### config.mk
export PLATFORM = sky130hd
export DESIGN_NAME = lookup2_byte_stream_hash_unit
export DESIGN_NICKNAME = d
export VERILOG_FILES = /design/src/rtl/lbsh_pkg.sv /design/src/rtl/lbsh_front.sv /design/src/rtl/lbsh_queue.sv /design/src/rtl/lbsh_back.sv /design/src/rtl/lookup2_byte_stream_hash_unit.sv
export SDC_FILE = /design/constraint.sdc
export NUM_CORES = 2
export LEC_CHECK = 0
export BUFFER_PORTS_ARGS = -buffer_cell sky130_fd_sc_hd__clkbuf_2
export CORE_AREA = 5 5 337 306
export CTS_BUF_LIST = sky130_fd_sc_hd__clkbuf_4 sky130_fd_sc_hd__clkbuf_8
export CTS_CLUSTER_SIZE = 12
export DETAILED_ROUTE_END_ITERATION = 8
export DIE_AREA = 0 0 342 311
export PLACE_DENSITY = 0.65
export RECOVER_POWER = 50
export SYNTH_ARGS = -nofsm -noshare
export SYNTH_HDL_FRONTEND = slang
export SYNTH_SLANG_ARGS = --single-unit
export TNS_END_PERCENT = 30
### constraint.sdc
create_clock -name clk -period 12.8 [get_ports clk]
set_input_delay 0.64 -clock clk [delete_from_list [all_inputs] [get_ports clk]]
set_output_delay 0.64 -clock clk [all_outputs]
set_load 0.1 [all_outputs]
### src/rtl/lbsh_pkg.sv
// Package for the lookup2 byte stream hash unit: job and word types, hash constants
// and the single-row mix function used by the back part.
// No dependencies.
package lbsh_pkg;

	localparam logic [31:0] GOLDEN_WORD       = 32'h9E37_79B9;
	localparam logic [31:0] DEFAULT_INITIAL_C = 32'hE635_9A60;
	localparam int          BLOCK_BYTES       = 12;
	localparam int          MIX_ROWS          = 9;

	typedef struct packed {
		logic [31:0] a;
		logic [31:0] b;
		logic [31:0] c;
	} lbsh_words_t;

	// One unit of work for the back part: words to add, and what follows the mix.
	typedef struct packed {
		logic [31:0] wa;
		logic [31:0] wb;
		logic [31:0] wc;
		logic [31:0] len;
		logic        first;
		logic        is_last;
		logic        post_len;
	} lbsh_job_t;

	typedef enum logic [1:0] {
		ST_IDLE,
		ST_MIX,
		ST_LEN,
		ST_EMIT
	} lbsh_state_t;

	// One row of the mix: a single word takes two subtractions and an xor of a shifted word.
	function automatic lbsh_words_t mix_row(input lbsh_words_t w, input logic [3:0] row);
		lbsh_words_t r;
		r = w;
		unique case (row)
			4'd0: r.a = (w.a - w.b - w.c) ^ (w.c >> 13);
			4'd1: r.b = (w.b - w.c - w.a) ^ (w.a << 8);
			4'd2: r.c = (w.c - w.a - w.b) ^ (w.b >> 13);
			4'd3: r.a = (w.a - w.b - w.c) ^ (w.c >> 12);
			4'd4: r.b = (w.b - w.c - w.a) ^ (w.a << 16);
			4'd5: r.c = (w.c - w.a - w.b) ^ (w.b >> 5);
			4'd6: r.a = (w.a - w.b - w.c) ^ (w.c >> 3);
			4'd7: r.b = (w.b - w.c - w.a) ^ (w.a << 10);
			4'd8: r.c = (w.c - w.a - w.b) ^ (w.b >> 15);
			default: r = w;
		endcase
		return r;
	endfunction

endpackage

### src/rtl/lbsh_front.sv
// Front part of the lookup2 byte stream hash unit: collects bytes into 12-byte blocks
// and turns each full block or message tail into a job for the back part.
// Depends on lbsh_pkg.
module lbsh_front (
	input  logic                  clk,
	input  logic                  arst_n,
	input  logic                  accept,
	input  logic [7:0]            data_byte,
	input  logic                  last_byte,
	output logic                  job_push,
	output lbsh_pkg::lbsh_job_t   job
);

	localparam int NB = lbsh_pkg::BLOCK_BYTES;

	logic [3:0]  pos_q;
	logic        in_msg_q;
	logic        first_pend_q;
	logic [31:0] len_q;
	logic [7:0]  bytes_q [NB-1];

	logic [3:0]  eff_pos;
	logic        block_full;
	logic        first;
	logic [31:0] len_new;
	logic [7:0]  view [NB];

	always_comb begin
		eff_pos    = in_msg_q ? pos_q : 4'd0;
		block_full = (eff_pos == 4'(NB - 1));
		first      = in_msg_q ? first_pend_q : 1'b1;
		len_new    = in_msg_q ? len_q + 32'd1 : 32'd1;
		// The block as it stands once the current byte is in; bytes past it read as zero.
		for (int i = 0; i < NB; i++) begin
			if (4'(i) == eff_pos) begin
				view[i] = data_byte;
			end else if (i < NB - 1 && 4'(i) < eff_pos) begin
				view[i] = bytes_q[i < NB - 1 ? i : 0];
			end else begin
				view[i] = 8'd0;
			end
		end
	end

	always_comb begin
		job.wa      = {view[3], view[2], view[1], view[0]};
		job.wb      = {view[7], view[6], view[5], view[4]};
		job.len     = len_new;
		job.first   = first;
		job.is_last = last_byte;
		if (block_full) begin
			job.wc       = {view[11], view[10], view[9], view[8]};
			job.post_len = last_byte;
		end else begin
			// Tail bytes of c sit one byte up; the low byte position carries the length.
			job.wc       = len_new + {view[10], view[9], view[8], 8'd0};
			job.post_len = 1'b0;
		end
		job_push = accept && (block_full || last_byte);
	end

	always_ff @(posedge clk or negedge arst_n) begin
		if (!arst_n) begin
			pos_q        <= 4'd0;
			in_msg_q     <= 1'b0;
			first_pend_q <= 1'b0;
			len_q        <= 32'd0;
		end else if (accept) begin
			pos_q        <= (block_full || last_byte) ? 4'd0 : eff_pos + 4'd1;
			in_msg_q     <= !last_byte;
			first_pend_q <= job_push ? 1'b0 : first;
			len_q        <= len_new;
		end
	end

	always_ff @(posedge clk) begin
		if (accept && !block_full) begin
			bytes_q[eff_pos] <= data_byte;
		end
	end

endmodule

### src/rtl/lbsh_queue.sv
// Short job queue between the front and back parts of the lookup2 byte stream hash unit.
// Depends on lbsh_pkg for the job type.
module lbsh_queue #(
	parameter int DEPTH = 4
) (
	input  logic                clk,
	input  logic                arst_n,
	input  logic                push,
	input  lbsh_pkg::lbsh_job_t push_data,
	output logic                full,
	input  logic                pop,
	output lbsh_pkg::lbsh_job_t pop_data,
	output logic                empty
);

	localparam int PTR_W = (DEPTH > 1) ? $clog2(DEPTH) : 1;
	localparam int CNT_W = $clog2(DEPTH + 1);

	lbsh_pkg::lbsh_job_t mem [DEPTH];
	logic [PTR_W-1:0]    wr_ptr_q;
	logic [PTR_W-1:0]    rd_ptr_q;
	logic [CNT_W-1:0]    count_q;
	logic                do_push;
	logic                do_pop;

	assign full     = (count_q == CNT_W'(DEPTH));
	assign empty    = (count_q == '0);
	assign do_push  = push && !full;
	assign do_pop   = pop && !empty;
	assign pop_data = mem[rd_ptr_q];

	always_ff @(posedge clk or negedge arst_n) begin
		if (!arst_n) begin
			wr_ptr_q <= '0;
			rd_ptr_q <= '0;
			count_q  <= '0;
		end else begin
			if (do_push) begin
				wr_ptr_q <= (wr_ptr_q == PTR_W'(DEPTH - 1)) ? '0 : wr_ptr_q + 1'b1;
			end
			if (do_pop) begin
				rd_ptr_q <= (rd_ptr_q == PTR_W'(DEPTH - 1)) ? '0 : rd_ptr_q + 1'b1;
			end
			if (do_push && !do_pop) begin
				count_q <= count_q + 1'b1;
			end else if (do_pop && !do_push) begin
				count_q <= count_q - 1'b1;
			end
		end
	end

	always_ff @(posedge clk) begin
		if (do_push) begin
			mem[wr_ptr_q] <= push_data;
		end
	end

endmodule

### src/rtl/lbsh_back.sv
// Back part of the lookup2 byte stream hash unit: holds the words a, b and c, adds each
// job in and mixes one row per cycle, and keeps the finished hash in an output register.
// Depends on lbsh_pkg.
module lbsh_back (
	input  logic                clk,
	input  logic                arst_n,
	input  logic [31:0]         initial_c,
	input  logic                job_valid,
	input  lbsh_pkg::lbsh_job_t job,
	output logic                job_pop,
	input  logic                out_pop,
	output logic                out_valid,
	output logic [31:0]         out_hash
);

	lbsh_pkg::lbsh_state_t state_q, state_d;
	lbsh_pkg::lbsh_words_t words_q, mixed;
	logic [31:0] len_q;
	logic        last_q;
	logic        post_q;
	logic [3:0]  round_q;
	logic        round_last;
	logic        slot_free;
	logic        emit_fire;
	logic        out_valid_q;
	logic [31:0] out_hash_q;

	assign mixed      = lbsh_pkg::mix_row(words_q, round_q);
	assign round_last = (round_q == 4'(lbsh_pkg::MIX_ROWS - 1));
	assign slot_free  = !out_valid_q || out_pop;
	assign out_valid  = out_valid_q;
	assign out_hash   = out_hash_q;

	always_comb begin
		state_d   = state_q;
		job_pop   = 1'b0;
		emit_fire = 1'b0;
		unique case (state_q)
			lbsh_pkg::ST_IDLE: begin
				if (job_valid) begin
					job_pop = 1'b1;
					state_d = lbsh_pkg::ST_MIX;
				end
			end
			lbsh_pkg::ST_MIX: begin
				if (round_last) begin
					if (post_q) begin
						state_d = lbsh_pkg::ST_LEN;
					end else if (last_q) begin
						state_d = lbsh_pkg::ST_EMIT;
					end else begin
						state_d = lbsh_pkg::ST_IDLE;
					end
				end
			end
			lbsh_pkg::ST_LEN: begin
				state_d = lbsh_pkg::ST_MIX;
			end
			lbsh_pkg::ST_EMIT: begin
				if (slot_free) begin
					emit_fire = 1'b1;
					state_d   = lbsh_pkg::ST_IDLE;
				end
			end
			default: state_d = lbsh_pkg::ST_IDLE;
		endcase
	end

	always_ff @(posedge clk or negedge arst_n) begin
		if (!arst_n) begin
			state_q     <= lbsh_pkg::ST_IDLE;
			out_valid_q <= 1'b0;
		end else begin
			state_q <= state_d;
			if (emit_fire) begin
				out_valid_q <= 1'b1;
			end else if (out_pop) begin
				out_valid_q <= 1'b0;
			end
		end
	end

	always_ff @(posedge clk) begin
		unique case (state_q)
			lbsh_pkg::ST_IDLE: begin
				if (job_valid) begin
					// The first job of a message starts from fresh words.
					words_q.a <= (job.first ? lbsh_pkg::GOLDEN_WORD : words_q.a) + job.wa;
					words_q.b <= (job.first ? lbsh_pkg::GOLDEN_WORD : words_q.b) + job.wb;
					words_q.c <= (job.first ? initial_c : words_q.c) + job.wc;
					len_q     <= job.len;
					last_q    <= job.is_last;
					post_q    <= job.post_len;
					round_q   <= 4'd0;
				end
			end
			lbsh_pkg::ST_MIX: begin
				words_q <= mixed;
				round_q <= round_q + 4'd1;
			end
			lbsh_pkg::ST_LEN: begin
				// A message that ends on a block boundary gets its length after the block mix.
				words_q.c <= words_q.c + len_q;
				post_q    <= 1'b0;
				round_q   <= 4'd0;
			end
			lbsh_pkg::ST_EMIT: begin
				if (emit_fire) begin
					out_hash_q <= words_q.c;
				end
			end
			default: ;
		endcase
	end

endmodule

### src/rtl/lookup2_byte_stream_hash_unit.sv
// Top level of the lookup2 byte stream hash unit: front part, job queue and back part.
// Depends on lbsh_pkg, lbsh_front, lbsh_queue and lbsh_back.
//
//   channel   ports                          transaction
//   input     push, full, data_byte,         push && !full
//             last_byte
//   result    empty, pop, hash_value         pop && !empty
//   config    cfg_we, cfg_wdata              cfg_we (initial value of word c)
//
// The front takes one byte per cycle while full is low. Each full 12-byte block
// or message tail becomes one job; the back adds it in and mixes 9 rows, adds the
// length and mixes 9 more rows for a message that ends exactly on a block boundary,
// then hands over the hash; it takes a new job only from idle. full rises when the job
// queue holds QUEUE_DEPTH jobs; a waiting hash stalls the back part, and the input once
// the queue fills. Reset clears all control state and loads initial_c with 0xE6359A60.
module lookup2_byte_stream_hash_unit #(
	parameter int QUEUE_DEPTH = 4
) (
	input  logic        clk,
	input  logic        arst_n,
	input  logic        push,
	output logic        full,
	input  logic [7:0]  data_byte,
	input  logic        last_byte,
	output logic        empty,
	input  logic        pop,
	output logic [31:0] hash_value,
	input  logic        cfg_we,
	input  logic [31:0] cfg_wdata
);

	logic                initial_c_q;
	logic [31:0]         init_c_q;
	logic                accept;
	logic                job_push;
	lbsh_pkg::lbsh_job_t front_job;
	lbsh_pkg::lbsh_job_t back_job;
	logic                queue_empty;
	logic                job_pop;
	logic                out_valid;

	assign accept = push && !full;
	assign empty  = !out_valid;

	always_ff @(posedge clk or negedge arst_n) begin
		if (!arst_n) begin
			init_c_q    <= lbsh_pkg::DEFAULT_INITIAL_C;
			initial_c_q <= 1'b0;
		end else if (cfg_we) begin
			init_c_q    <= cfg_wdata;
			initial_c_q <= 1'b1;
		end
	end

	lbsh_front u_front (
		.clk       (clk),
		.arst_n    (arst_n),
		.accept    (accept),
		.data_byte (data_byte),
		.last_byte (last_byte),
		.job_push  (job_push),
		.job       (front_job)
	);

	lbsh_queue #(
		.DEPTH (QUEUE_DEPTH)
	) u_queue (
		.clk       (clk),
		.arst_n    (arst_n),
		.push      (job_push),
		.push_data (front_job),
		.full      (full),
		.pop       (job_pop),
		.pop_data  (back_job),
		.empty     (queue_empty)
	);

	lbsh_back u_back (
		.clk       (clk),
		.arst_n    (arst_n),
		.initial_c (initial_c_q ? init_c_q : lbsh_pkg::DEFAULT_INITIAL_C),
		.job_valid (!queue_empty),
		.job       (back_job),
		.job_pop   (job_pop),
		.out_pop   (pop),
		.out_valid (out_valid),
		.out_hash  (hash_value)
	);

endmodule
==> impl_metrics.ini <==
[detailed_routing]
drt_wl_total_um = 157000
wl_per_cell_um = 26.9
drc_errors = 0
drt-initial-drc-count = 4350
vias = 36000
vias_per_cell = 6.16
drtAntennaViolNets = 0
drt_first_pass_iters = 8

[floorplanning]
die_w_um = 342
fp-row-count = 110
die_area_mm2 = 0.106
die_h_um = 311
initial_core_util_pct = 51.4
boundaryPins = 80
floorplan.core_area_mm2 = 0.0992

[timing]
rsz0062_at_grt = false
finalCritPeriodShare_pct = 60.2
maxSlewHeadroom_pct = -189
finalHoldViolations = 0
worst_slew_pin_slew_ns = 4.33
setup-tns-final_ns = 0
timing.hold.ws_ns = 0.0758
clock_skew_ns = 0.0414
setup_viol = 0
layout_min_cycle_time_ns = 7.71
drv_slew = 658
fmax_ghz = 0.130

[placement]
finalWeightedCongestion = 0.981
io_buffers = 79
dp.cells = 5559
place_area_mm2 = 0.0530
dp_hpwl_um = 116000

[worst_setup_path]
cp_num_buf_inv = 2
path_class = reg2reg
crit_fanout = 47
cp-start-kind = flip-flop
slowest_delay_ns = 2.10
cp.required_ns = 13.21
crit_family = buffers and inverters
cp-end-kind = flip-flop
critPathSlowestCell = clkbuf_1
cp_cell_sequence = clkbuf_1 > nand2_1 > o21a_4 > buf_4 > nor2_1 > ha_1 > nor2b_1 > o21ai_2 > a21oi_2 > o311a_4 > a211oi_4 > o31ai_2 > o41ai_4 > o21ai_1 > o41ai_2 > mux2i_1 > o311ai_1
crit_arrival_ns = 8.12

[clocking]
cts_made_buffers = 144
clk_latency_ns = 0.83
post_cts_buffers = 0
ctsLongestPathBuffers = 3
cts-root-buf = clkbuf_8
clkSinkCount = 859
post_cts_resized = 0
htreeDepth = 4
clk_pin_slew_ns = 0.06
holdBufCountCts = 30
cts_tree = yes

[global_route]
overflow = 0
grt_pass1_vias = 34000
grt_pass1_wl_um = 230000
track_usage_pct = 29.2
grt_max_degree = 88
antenna_found_initial = 8

[finish]
num-nets-final = 4801
num-fill-cells = 8254
final_area_mm2 = 0.0560
multi_input_area_mm2 = 0.0242
seq_area_mm2 = 0.0254
drive_above_1_share_pct = 12.4
syn2layout_area_growth_pct = 9.79
final_cells = 5850

[yosys]
synth_ff_type = edfxtp_1
synth_edf_count = 778
netlist-cell-type-count = 108
synth_seq_cells = 859
syn-num-nets = 4655
syn_area_per_cell_um2 = 12.0
synth_area_mm2 = 0.0510
yosysSeqAreaShare_pct = 49.9
synth_cells = 4245
synth_warnings = 0
ys_async_sr_fraction_pct = 9.43

[worst_hold_path]
hold_class = in2reg

[outcome]
failed_checks = max-capacitance violations, max-slew violations
outcome = finished with violations

[run]
max-cap-violations = 20
## per-stage QoR
stage	setup slack [ns]	util, %
finish	5.09	56.4
global route	4.25	56.4
CTS	7.16	56.6
detailed placement	7.24	53.4
global placement	7.33	53.4
floorplan	6.91	-
## cell usage after synthesis, types with 99 or more instances
| master | instances | area (µm²) |
|---|---|---|
| o21ai_0 | 192 | 961 |
| edfxtp_1 | 778 | 23400 |
| ha_1 | 265 | 3320 |
| clkbuf_1 | 136 | 510 |
| inv_1 | 196 | 736 |
| nor2_1 | 254 | 953 |
| mux4_2 | 130 | 2930 |
| xnor2_1 | 270 | 2360 |
| a21o_1 | 118 | 886 |
| a21oi_1 | 274 | 1370 |
| xor2_1 | 108 | 946 |
| nand2_1 | 388 | 1460 |
| fa_1 | 99 | 1980 |
## worst paths after layout
kind / startpoint / slack, ns / cells after the start / to
setup / recovery: u_queue.rd_ptr_q[0] / 5.09 / 17 / u_back.words_q[62]
setup reg to reg: u_queue.rd_ptr_q[0] / 5.09 / 17 / u_back.words_q[62]
min in group asynchronous: arst_n / 1.05 / 2 / u_front.len_q[10]
max in group asynchronous: arst_n / 8.07 / 3 / u_back.out_valid
hold reg to reg: u_queue.count_q[2] / 0.49 / 1 / u_queue.count_q[2]
hold / removal: cfg_wdata[22] / 0.08 / 2 / init_c_q[22]
## state kept, by name (all words and copies together) (netlist names)
| register | count |
|---|---|
| u_front.pos_q | 4 |
| init_c_q | 32 |
| u_back.post_q | 1 |
| u_front.len_q | 32 |
| u_queue.mem | 524 |
| u_back.out_valid | 1 |
| u_back.last_q | 1 |
| u_front.bytes_q | 88 |
| u_back.state_q | 2 |
| u_front.in_msg_q | 1 |
| u_front.first_pend_q | 1 |
| u_queue.rd_ptr_q | 2 |
| u_back.out_hash | 32 |
| u_back.len_q | 32 |
| u_back.words_q | 96 |
| initial_c_q | 1 |
| u_back.round_q | 4 |
| u_queue.count_q | 3 |
| u_queue.wr_ptr_q | 2 |
## per-layer routing
| layer | up-vias | global-route usage (%) | part of all wire [%] |
|---|---|---|---|
| met2 | 1815 | 40.9 | 41 |
| met4 | 4 | 10.6 | 4.4 |
| met3 | 306 | 7.37 | 11 |
| met1 | 17700 | 44.1 | 44 |
| li1 | 16200 | - | - |
| met5 | - | 0 | 0.015 |
## cells by family (layout without fill, tap and decap cells)
family,after synthesis,in the layout,synth area share (%)
compound gates,1060,1060,13.9
simple gates,1016,1016,9.23
flops,859,859,49.9
xor+xnor,386,386,6.81
buf+inv,371,631,2.75
fa+ha+maj,364,364,10.4
mux,189,189,7.02
other cells,0,1,0
## worst reg2reg max path, delay by kind of cell (launching register included)
kind                       cells  cell delay, ns
muxes                          1            0.24
adders and majority gates      1            0.29
AOI/OAI and AO/OA             10            2.43
buffers and inverters          2            2.53
DFF                            1            0.98
and+or+nand+nor                3            0.85
## cell usage in the layout (no fill, tap or decap), drive strengths merged, types with 48 or more instances in the layout
master / count
clkinv: 50
nor2: 256
a21oi: 278
xnor2: 275
dfrtp: 66
nand3: 94
clkbuf: 308
a21o: 118
o21ai: 234
mux2: 48
fa: 99
and2: 51
xor2: 110
edfxtp: 778
a22o: 57
inv: 202
nand2: 388
ha: 265
mux4: 130
## cell type report
cell class | instances | share of cell area [%]
inverters | 199 | 1.33
multi-input cells | 3015 | 43.2
clock buffers | 196 | 4.32
clock inverters | 64 | 0.894
well taps | 1344 | 3.01
diodes | 1 | 0.00447
repair buffers | 172 | 1.78
flip-flops and latches | 859 | 45.4
Power is not shown: default switching activity piles up to over one toggle a cycle in this logic, so the estimate is an artifact.
